### config.mk
export PLATFORM = sky130hd
export DESIGN_NAME = two_button_time_setter_core
export DESIGN_NICKNAME = d
export VERILOG_FILES = /design/src/hw/rtl/tts_pkg.sv /design/src/hw/rtl/tts_cfg_regs.sv /design/src/hw/rtl/tts_step.sv /design/src/hw/rtl/two_button_time_setter_core.sv
export SDC_FILE = /design/constraint.sdc
export NUM_CORES = 1
export LEC_CHECK = 0
export ABC_CLOCK_PERIOD_IN_PS = 9000
export BUFFER_PORTS_ARGS = -buffer_cell sky130_fd_sc_hd__buf_4
export CORE_MARGIN = 10
export CORE_UTILIZATION = 30
export DETAILED_ROUTE_END_ITERATION = 8
export GPL_TIMING_DRIVEN = 1
export SYNTH_ARGS = -nofsm -noshare
export SYNTH_HDL_FRONTEND = slang
export SYNTH_SLANG_ARGS = --single-unit
export TNS_END_PERCENT = 20
### constraint.sdc
create_clock -name i_clk -period 9 [get_ports i_clk]
set_input_delay 0.9 -clock i_clk [delete_from_list [all_inputs] [get_ports i_clk]]
set_output_delay 0.9 -clock i_clk [all_outputs]
set_load 0.05 [all_outputs]
### src/hw/rtl/tts_pkg.sv
// Shared types, constants and helper functions for the two-button time setter.
// Used by every module of the block; depends on nothing.
package tts_pkg;

    localparam int HOLD_W  = 12;
    localparam int BLINK_W = 16;
    localparam int ADDR_W  = 4;
    localparam int DATA_W  = 32;
    localparam int TDATA_W = 24;

    localparam logic [HOLD_W-1:0]  HOLD_MAX          = '1;
    localparam logic [HOLD_W-1:0]  LONG_PRESS_RESET  = 12'd200;
    localparam logic [BLINK_W-1:0] BLINK_SHOW_RESET  = 16'd1000;
    localparam logic [BLINK_W-1:0] BLINK_PERIOD_RESET = 16'd2000;
    localparam logic [5:0]         MINSEC_MAX        = 6'd59;
    localparam logic [4:0]         HOUR_MAX          = 5'd23;

    localparam logic [1:0] REG_LONG_PRESS   = 2'd0;
    localparam logic [1:0] REG_BLINK_SHOW   = 2'd1;
    localparam logic [1:0] REG_BLINK_PERIOD = 2'd2;

    localparam logic [1:0] KEY_ADVANCE = 2'd1;
    localparam logic [1:0] KEY_RETREAT = 2'd2;

    localparam logic [1:0] FIELD_SEC  = 2'd0;
    localparam logic [1:0] FIELD_MIN  = 2'd1;
    localparam logic [1:0] FIELD_HOUR = 2'd2;
    localparam logic [1:0] FIELD_NONE = 2'd3;

    localparam logic [1:0] DISP_FULL    = 2'd0;
    localparam logic [1:0] DISP_BLANKED = 2'd1;
    localparam logic [1:0] DISP_NONE    = 2'd2;

    typedef struct packed {
        logic [HOLD_W-1:0]  long_press_ticks;
        logic [BLINK_W-1:0] blink_show_ticks;
        logic [BLINK_W-1:0] blink_period_ticks;
    } t_cfg;

    typedef struct packed {
        logic [4:0]         hours;
        logic [5:0]         minutes;
        logic [5:0]         seconds;
        logic [1:0]         field_select;
        logic [HOLD_W-1:0]  advance_hold_count;
        logic [HOLD_W-1:0]  retreat_hold_count;
        logic [BLINK_W-1:0] blink_count;
    } t_state;

    typedef struct packed {
        logic [5:0] hour_bcd;
        logic [6:0] minute_bcd;
        logic [6:0] second_bcd;
        logic [1:0] edit_field;
        logic [1:0] display_state;
        logic       committed;
    } t_result;

    // Two BCD digits of a value below 64.
    function automatic logic [6:0] to_bcd(input logic [5:0] v);
        logic [2:0] tens;
        logic [5:0] rest;
        if (v >= 6'd60) begin
            tens = 3'd6;
        end else if (v >= 6'd50) begin
            tens = 3'd5;
        end else if (v >= 6'd40) begin
            tens = 3'd4;
        end else if (v >= 6'd30) begin
            tens = 3'd3;
        end else if (v >= 6'd20) begin
            tens = 3'd2;
        end else if (v >= 6'd10) begin
            tens = 3'd1;
        end else begin
            tens = 3'd0;
        end
        rest = v - 6'({3'd0, tens} * 6'd10);
        return {tens, rest[3:0]};
    endfunction

endpackage

### src/hw/rtl/tts_cfg_regs.sv
// Configuration register file behind the APB-style port.
// Depends on tts_pkg for register indexes, widths and reset values.
module tts_cfg_regs (
    input  logic                      i_clk,
    input  logic                      i_rst_n,
    input  logic                      psel,
    input  logic                      penable,
    input  logic                      pwrite,
    input  logic [tts_pkg::ADDR_W-1:0] paddr,
    input  logic [tts_pkg::DATA_W-1:0] pwdata,
    output logic [tts_pkg::DATA_W-1:0] prdata,
    output logic                      pready,
    output tts_pkg::t_cfg             o_cfg
);
    import tts_pkg::*;

    t_cfg r_cfg;
    logic w_wr;

    assign pready = 1'b1;
    assign w_wr   = psel && penable && pwrite;

    always_ff @(posedge i_clk) begin
        if (!i_rst_n) begin
            r_cfg.long_press_ticks   <= LONG_PRESS_RESET;
            r_cfg.blink_show_ticks   <= BLINK_SHOW_RESET;
            r_cfg.blink_period_ticks <= BLINK_PERIOD_RESET;
        end else if (w_wr) begin
            case (paddr[3:2])
                REG_LONG_PRESS:   r_cfg.long_press_ticks   <= pwdata[HOLD_W-1:0];
                REG_BLINK_SHOW:   r_cfg.blink_show_ticks   <= pwdata[BLINK_W-1:0];
                REG_BLINK_PERIOD: r_cfg.blink_period_ticks <= pwdata[BLINK_W-1:0];
                default: ;
            endcase
        end
    end

    always_comb begin
        case (paddr[3:2])
            REG_LONG_PRESS:   prdata = {{(DATA_W-HOLD_W){1'b0}}, r_cfg.long_press_ticks};
            REG_BLINK_SHOW:   prdata = {{(DATA_W-BLINK_W){1'b0}}, r_cfg.blink_show_ticks};
            REG_BLINK_PERIOD: prdata = {{(DATA_W-BLINK_W){1'b0}}, r_cfg.blink_period_ticks};
            default:          prdata = '0;
        endcase
    end

    assign o_cfg = r_cfg;

endmodule

### src/hw/rtl/tts_step.sv
// Next-state and result logic for one key sample.
// Depends on tts_pkg for the state, configuration and result types.
module tts_step (
    input  logic [1:0]          i_key,
    input  tts_pkg::t_state     i_state,
    input  tts_pkg::t_cfg       i_cfg,
    output tts_pkg::t_state     o_state,
    output tts_pkg::t_result    o_result
);
    import tts_pkg::*;

    t_state s;
    logic   adv_fire;
    logic   ret_fire;
    logic   adv_short;
    logic   ret_short;
    logic [BLINK_W-1:0] blink_inc;
    logic [1:0] disp;
    logic [6:0] commit_hour;
    logic [6:0] shown_hour;

    assign adv_fire  = (i_state.advance_hold_count == i_cfg.long_press_ticks) &&
                       (i_state.advance_hold_count != HOLD_MAX);
    assign ret_fire  = (i_state.retreat_hold_count == i_cfg.long_press_ticks) &&
                       (i_state.retreat_hold_count != HOLD_MAX);
    assign adv_short = (i_state.advance_hold_count != '0) &&
                       (i_state.advance_hold_count < i_cfg.long_press_ticks);
    assign ret_short = (i_state.retreat_hold_count != '0) &&
                       (i_state.retreat_hold_count < i_cfg.long_press_ticks);
    assign blink_inc = i_state.blink_count + 1'b1;

    always_comb begin
        s    = i_state;
        disp = DISP_FULL;

        // Button one: count the hold and step the field at a long hold, or act on its release.
        if (i_key == KEY_ADVANCE) begin
            if (s.advance_hold_count != HOLD_MAX) begin
                s.advance_hold_count = s.advance_hold_count + 1'b1;
            end
            if (adv_fire && s.field_select != FIELD_NONE) begin
                s.field_select = s.field_select + 1'b1;
            end
        end else begin
            if (adv_short) begin
                case (s.field_select)
                    FIELD_SEC:  if (s.seconds < MINSEC_MAX) s.seconds = s.seconds + 1'b1;
                    FIELD_MIN:  if (s.minutes < MINSEC_MAX) s.minutes = s.minutes + 1'b1;
                    FIELD_HOUR: if (s.hours < HOUR_MAX) s.hours = s.hours + 1'b1;
                    default: ;
                endcase
            end
            s.advance_hold_count = '0;
        end

        // Button two: the release of a short press lowers the field; a long hold is a commit.
        if (i_key == KEY_RETREAT) begin
            if (s.retreat_hold_count != HOLD_MAX) begin
                s.retreat_hold_count = s.retreat_hold_count + 1'b1;
            end
        end else begin
            if (ret_short) begin
                case (s.field_select)
                    FIELD_SEC:  if (s.seconds != '0) s.seconds = s.seconds - 1'b1;
                    FIELD_MIN:  if (s.minutes != '0) s.minutes = s.minutes - 1'b1;
                    FIELD_HOUR: if (s.hours != '0) s.hours = s.hours - 1'b1;
                    default: ;
                endcase
            end
            s.retreat_hold_count = '0;
        end

        if (s.field_select != FIELD_NONE) begin
            if (i_state.blink_count <= i_cfg.blink_show_ticks) begin
                s.blink_count = blink_inc;
                disp          = DISP_FULL;
            end else if (blink_inc <= i_cfg.blink_period_ticks) begin
                s.blink_count = blink_inc;
                disp          = DISP_BLANKED;
            end else begin
                s.blink_count = '0;
                disp          = DISP_NONE;
            end
        end

        commit_hour = to_bcd({1'b0, s.hours});
        shown_hour  = to_bcd({1'b0, i_state.hours});

        if (i_key == KEY_RETREAT && ret_fire) begin
            o_result.hour_bcd      = commit_hour[5:0];
            o_result.minute_bcd    = to_bcd(s.minutes);
            o_result.second_bcd    = to_bcd(s.seconds);
            o_result.edit_field    = FIELD_SEC;
            o_result.display_state = DISP_NONE;
            o_result.committed     = 1'b1;
            o_state                = '0;
        end else begin
            o_result.hour_bcd      = shown_hour[5:0];
            o_result.minute_bcd    = to_bcd(i_state.minutes);
            o_result.second_bcd    = to_bcd(i_state.seconds);
            o_result.edit_field    = s.field_select;
            o_result.display_state = disp;
            o_result.committed     = 1'b0;
            o_state                = s;
        end
    end

endmodule

### src/hw/rtl/two_button_time_setter_core.sv
// Top level of the two-button time setter: stream ports, input and result
// registers, edit state. Depends on tts_pkg, tts_cfg_regs and tts_step.
//
// One key sample is taken per word and yields exactly one result word. A word
// enters the input register, is worked through the next-state logic and lands
// in the result register, so a new word is accepted every cycle while the
// result side takes each result word, and the result word is held in the
// result register until it is taken. The input register lets a new word be
// taken while a finished result still waits in the result register.
// Registers should be written only while no word is in flight.
module two_button_time_setter_core (
    input  logic                        i_clk,
    input  logic                        i_rst_n,
    input  logic                        s_axis_tvalid,
    output logic                        s_axis_tready,
    // [1:0] key_level, [7:2] zero
    input  logic [7:0]                  s_axis_tdata,
    output logic                        m_axis_tvalid,
    input  logic                        m_axis_tready,
    // [5:0] hour_bcd, [12:6] minute_bcd, [19:13] second_bcd,
    // [21:20] edit_field, [23:22] display_state
    output logic [tts_pkg::TDATA_W-1:0] m_axis_tdata,
    // [0] committed
    output logic                        m_axis_tuser,
    input  logic                        psel,
    input  logic                        penable,
    input  logic                        pwrite,
    input  logic [tts_pkg::ADDR_W-1:0]  paddr,
    input  logic [tts_pkg::DATA_W-1:0]  pwdata,
    output logic [tts_pkg::DATA_W-1:0]  prdata,
    output logic                        pready
);
    import tts_pkg::*;

    t_cfg    w_cfg;
    t_state  r_state;
    t_state  n_state;
    t_result w_result;
    t_result r_result;
    logic    r_in_valid;
    logic    r_out_valid;
    logic [1:0] r_key;
    logic    w_advance;

    tts_cfg_regs u_cfg (
        .i_clk   (i_clk),
        .i_rst_n (i_rst_n),
        .psel    (psel),
        .penable (penable),
        .pwrite  (pwrite),
        .paddr   (paddr),
        .pwdata  (pwdata),
        .prdata  (prdata),
        .pready  (pready),
        .o_cfg   (w_cfg)
    );

    tts_step u_step (
        .i_key    (r_key),
        .i_state  (r_state),
        .i_cfg    (w_cfg),
        .o_state  (n_state),
        .o_result (w_result)
    );

    assign w_advance     = r_in_valid && (!r_out_valid || m_axis_tready);
    assign s_axis_tready = !r_in_valid || w_advance;

    always_ff @(posedge i_clk) begin
        if (!i_rst_n) begin
            r_in_valid <= 1'b0;
        end else if (s_axis_tready) begin
            r_in_valid <= s_axis_tvalid;
        end
    end

    always_ff @(posedge i_clk) begin
        if (s_axis_tready && s_axis_tvalid) begin
            r_key <= s_axis_tdata[1:0];
        end
    end

    always_ff @(posedge i_clk) begin
        if (!i_rst_n) begin
            r_state     <= '0;
            r_out_valid <= 1'b0;
        end else if (w_advance) begin
            r_state     <= n_state;
            r_out_valid <= 1'b1;
        end else if (m_axis_tready) begin
            r_out_valid <= 1'b0;
        end
    end

    always_ff @(posedge i_clk) begin
        if (w_advance) begin
            r_result <= w_result;
        end
    end

    assign m_axis_tvalid = r_out_valid;
    assign m_axis_tdata  = {r_result.display_state, r_result.edit_field,
                            r_result.second_bcd, r_result.minute_bcd, r_result.hour_bcd};
    assign m_axis_tuser  = r_result.committed;

    a_commit_fields: assert property (@(posedge i_clk) disable iff (!i_rst_n)
        (r_out_valid && r_result.committed) |->
        (r_result.edit_field == FIELD_SEC && r_result.display_state == DISP_NONE))
        else $error("commit word with wrong edit field or display state");

    a_commit_clears: assert property (@(posedge i_clk) disable iff (!i_rst_n)
        (w_advance && w_result.committed) |=> (r_state == '0))
        else $error("state not cleared after a commit");

    a_time_range: assert property (@(posedge i_clk) disable iff (!i_rst_n)
        (r_state.hours <= HOUR_MAX && r_state.minutes <= MINSEC_MAX &&
         r_state.seconds <= MINSEC_MAX))
        else $error("time field out of range");

    a_state_hold: assert property (@(posedge i_clk) disable iff (!i_rst_n)
        !w_advance |=> $stable(r_state))
        else $error("state changed without a word");

endmodule

==> out/metrics.csv <==
stage;metric;value;unit
run_status;status;complete, no violations;
yosys;synth top area cells;dfxtp_1 (21%), ha_1 (10%), edfxtp_1 (8.2%), nand2_1 (6.2%), inv_1 (3.2%);
yosys;Syn Area/Cell;8.17;um^2
route;DRT iter0 DRCs;601;
grt;Total Routing Usage GR;13.3;%
yosys;number of synthesized flops with an enable pin;27;
cts;CTS tree;done;
timing;RSZ-0062 raised after global routing;no;
floorplan;Initial Util;30.4;%
placed_design;placed inst area;10800;um^2
job;Max Cap Violations;0;
cells_and_area;# nets final;1394;
cts;H-tree Lvls;4;
cts;Setup Buffers After CTS;0;
floorplan;Die Area;40700;um^2
timing;fin crit share;66.9;%
placed_design;DP HPWL;20200;um
route;Pre-antenna DRT Iters;5;
route;vias;8748;
route;routed len/inst;15.9;um
timing;Setup Total Neg Slack;0;ns
cells_and_area;Finished Cell Area;11400;um^2
yosys;register area share after synthesis;29.4;%
cts;later-pin clock latency in the skew report;0.44;ns
grt;initial antenna violation count;0;
timing;Tmin final;6.02;ns
setup_path;crit path kind;reg -> reg;
timing;max-slew violations;0;
timing;final hold violation count;0;
setup_path;worst-path maximum fanout;11;
setup_path;WP data arrival;6.19;ns
setup_path;crit end category;flip-flop;
cells_and_area;Layout Area Growth over Synthesis;15.1;%
power_and_ir_drop;P per Cell Area;137;nW/um^2
timing;Worst-Margin Slew;0.943;ns
cells_and_area;share of layout cells above drive strength 1;11.7;%
cells_and_area;diode count;0;
floorplan;# IOs;111;
timing;final worst clock skew;0.00950;ns
power_and_ir_drop;Peak VDD IR;0.129;mV
cts;CTS Hold Buffers Added;0;
route;DRC Markers;0;
timing;final setup vio count;0;
yosys;Yosys reg bits;132;
cts;CTS buffer count;17;
cts;Clock Pin Slew Worst Setup and Hold Paths;0.06;ns
route;Post-DRT Antenna Nets;0;
timing;Max Freq;0.166;GHz
cells_and_area;most common cell after layout, fill and taps aside;nand2_1;
yosys;Ys Warns;0;
yosys;library cells used by synthesis;85;
grt;first-pass GRT wire length;44500;um
route;DRT Wirelength;27300;um
placed_design;gpl congestion;0.876;
floorplan;standard-cell rows;66;
yosys;Synth area leader;dfxtp_1;
cts;post-CTS sizing;0;
cells_and_area;utilization after layout;35.0;%
floorplan;chip height;202;um
grt;vias in the first global route;8554;
floorplan;core area;32600;um^2
cts;clock sinks;132;
floorplan;DIE WIDTH;202;um
setup_path;startpoint class of the critical path;flip-flop;
min_path;hold crit path type;reg -> reg;
grt;largest net degree at the start of global routing;87;
yosys;synthesized area;9920;um^2
timing;Rel. slew slack;36.9;%
cts;CTS root buf;clkbuf_16;
placed_design;Port Buf Inserts;69;
yosys;Post-synth top flop;dfxtp_1;
power_and_ir_drop;LEAKAGE;4.56;nW
setup_path;Required @ worst endpoint;9.17;ns
yosys;share of the synthesized area in the top cell type;21.2;%
yosys;ys async rst share;0;%
yosys;post-synthesis cell count;1214;
route;DR vias/cell;5.11;
grt;remaining global-route overflow;0;
cells_and_area;most frequent cells in the layout;nand2_1 (165), dfxtp_1 (105), inv_1 (85), ha_1 (82), buf_4 (80);
timing;WHS;0.491;ns
cts;Clock Tree Buf Depth;2;
==> report_power, final <==
group | switching, mW | internal (mW)
Combinational | 0.126 | 0.0602
Clock | 0.293 | 0.462
Sequential | 0.00994 | 0.615
==> metal layers <==
layer | up-vias | global-route usage, % | wire, um | part of all wire, %
met5 | - | 0 | 0 | 0
met4 | 0 | 3.11 | 292 | 1.1
met3 | 24 | 3.66 | 1670 | 6.1
met2 | 204 | 21.2 | 12500 | 46
met1 | 4111 | 17.3 | 12800 | 47
li1 | 4409 | - | - | -
==> critical path: stages (launching register included) <==
cell and delay (ns):
dfxtp_1 0.44, inv_1 0.12, ha_1 0.32, nand4_1 0.15
nor2_1 0.17, a2bb2oi_1 0.79, nor4_2 0.19, mux2_2 0.35
ha_1 0.24, and2_1 0.17, and4_1 0.20, o21ba_2 0.19
a211o_1 0.34, maj3_1 0.33, nand2_1 0.11, o21ai_1 0.10
ha_1 0.20, fa_1 0.41, or3_1 0.41, or2_2 0.28
o221ai_1 0.17, a311oi_1 0.06
==> kinds of logic after synthesis <==
| kind of cell | count (synthesis) | synth area share (%) |
|---|---|---|
| and+or+nand+nor | 446 | 22.9 |
| buffers and inverters | 161 | 7.03 |
| other | 2 | 0.0757 |
| DFF | 132 | 29.4 |
| muxes | 33 | 3.44 |
| xor gates and xnor gates | 52 | 4.59 |
| AOI/OAI and AO/OA | 296 | 20.7 |
| adders and majority gates | 92 | 11.9 |
==> sequential cells by signal, summed over array words and instances, names as in the netlist <==
signal and cells:
m_axis_tdata 24, r_in_valid 1, r_key 2, m_axis_tvalid 1
u_cfg.o_cfg 44, r_state 59, m_axis_tuser 1
==> cell type report <==
| class | instances | area, um^2 |
|---|---|---|
| clock buffers | 21 | 504 |
| clock inverters | 11 | 134 |
| flip-flops and latches | 132 | 2910 |
| multi-input cells | 936 | 6380 |
| inverters | 89 | 334 |
| well taps | 442 | 553 |
| repair buffers | 80 | 601 |
| fillers | 3363 | 21200 |
==> through the flow <==
step           worst slack, ns  power (mW)  cells
3_3_place_gp              3.10       0.821   1679
3_5_place_dp              3.02       0.823   1679
5_1_grt                   2.62        1.63   1711
2_1_floorplan             3.72       0.775   1229
6_report                  2.98        1.57   1711
4_1_cts                   3.00        1.58   1711
==> path summary, 6_finish.rpt <==
kind                           startpoint  slack, ns                            to  cells after the start
max reg2reg  u_cfg.o_cfg[43]$_SDFFE_PN0P_       2.98     m_axis_tdata[3]$_DFFE_PP_                     21
max          u_cfg.o_cfg[43]$_SDFFE_PN0P_       2.98     m_axis_tdata[3]$_DFFE_PP_                     21
min          u_cfg.o_cfg[20]$_SDFFE_PN0P_       0.49  u_cfg.o_cfg[20]$_SDFFE_PN0P_                      2
min reg2reg  u_cfg.o_cfg[20]$_SDFFE_PN0P_       0.49  u_cfg.o_cfg[20]$_SDFFE_PN0P_                      2
==> Yosys cell counts, types with 8 or more instances <==
| master | count |
|---|---|
| nor2b_1 | 28 |
| nor2_1 | 58 |
| a41oi_1 | 10 |
| nand4_1 | 30 |
| and3_1 | 17 |
| inv_1 | 85 |
| nand3_1 | 36 |
| mux2i_1 | 27 |
| dfxtp_1 | 105 |
| o211ai_1 | 23 |
| o21a_1 | 16 |
| xnor2_1 | 28 |
| xor2_1 | 24 |
| a22oi_1 | 9 |
| a31oi_1 | 8 |
| or3_1 | 9 |
| nor3_1 | 23 |
| nand4b_1 | 9 |
| buf_4 | 18 |
| nand2_1 | 165 |
| a21boi_0 | 34 |
| o21ai_0 | 56 |
| ha_1 | 82 |
| o22ai_1 | 14 |
| edfxtp_1 | 27 |
| nor4_1 | 10 |
| clkbuf_1 | 49 |
| a21o_1 | 14 |
| and2_1 | 23 |
| a21oi_1 | 47 |
Power figures use the tool's default switching activity.
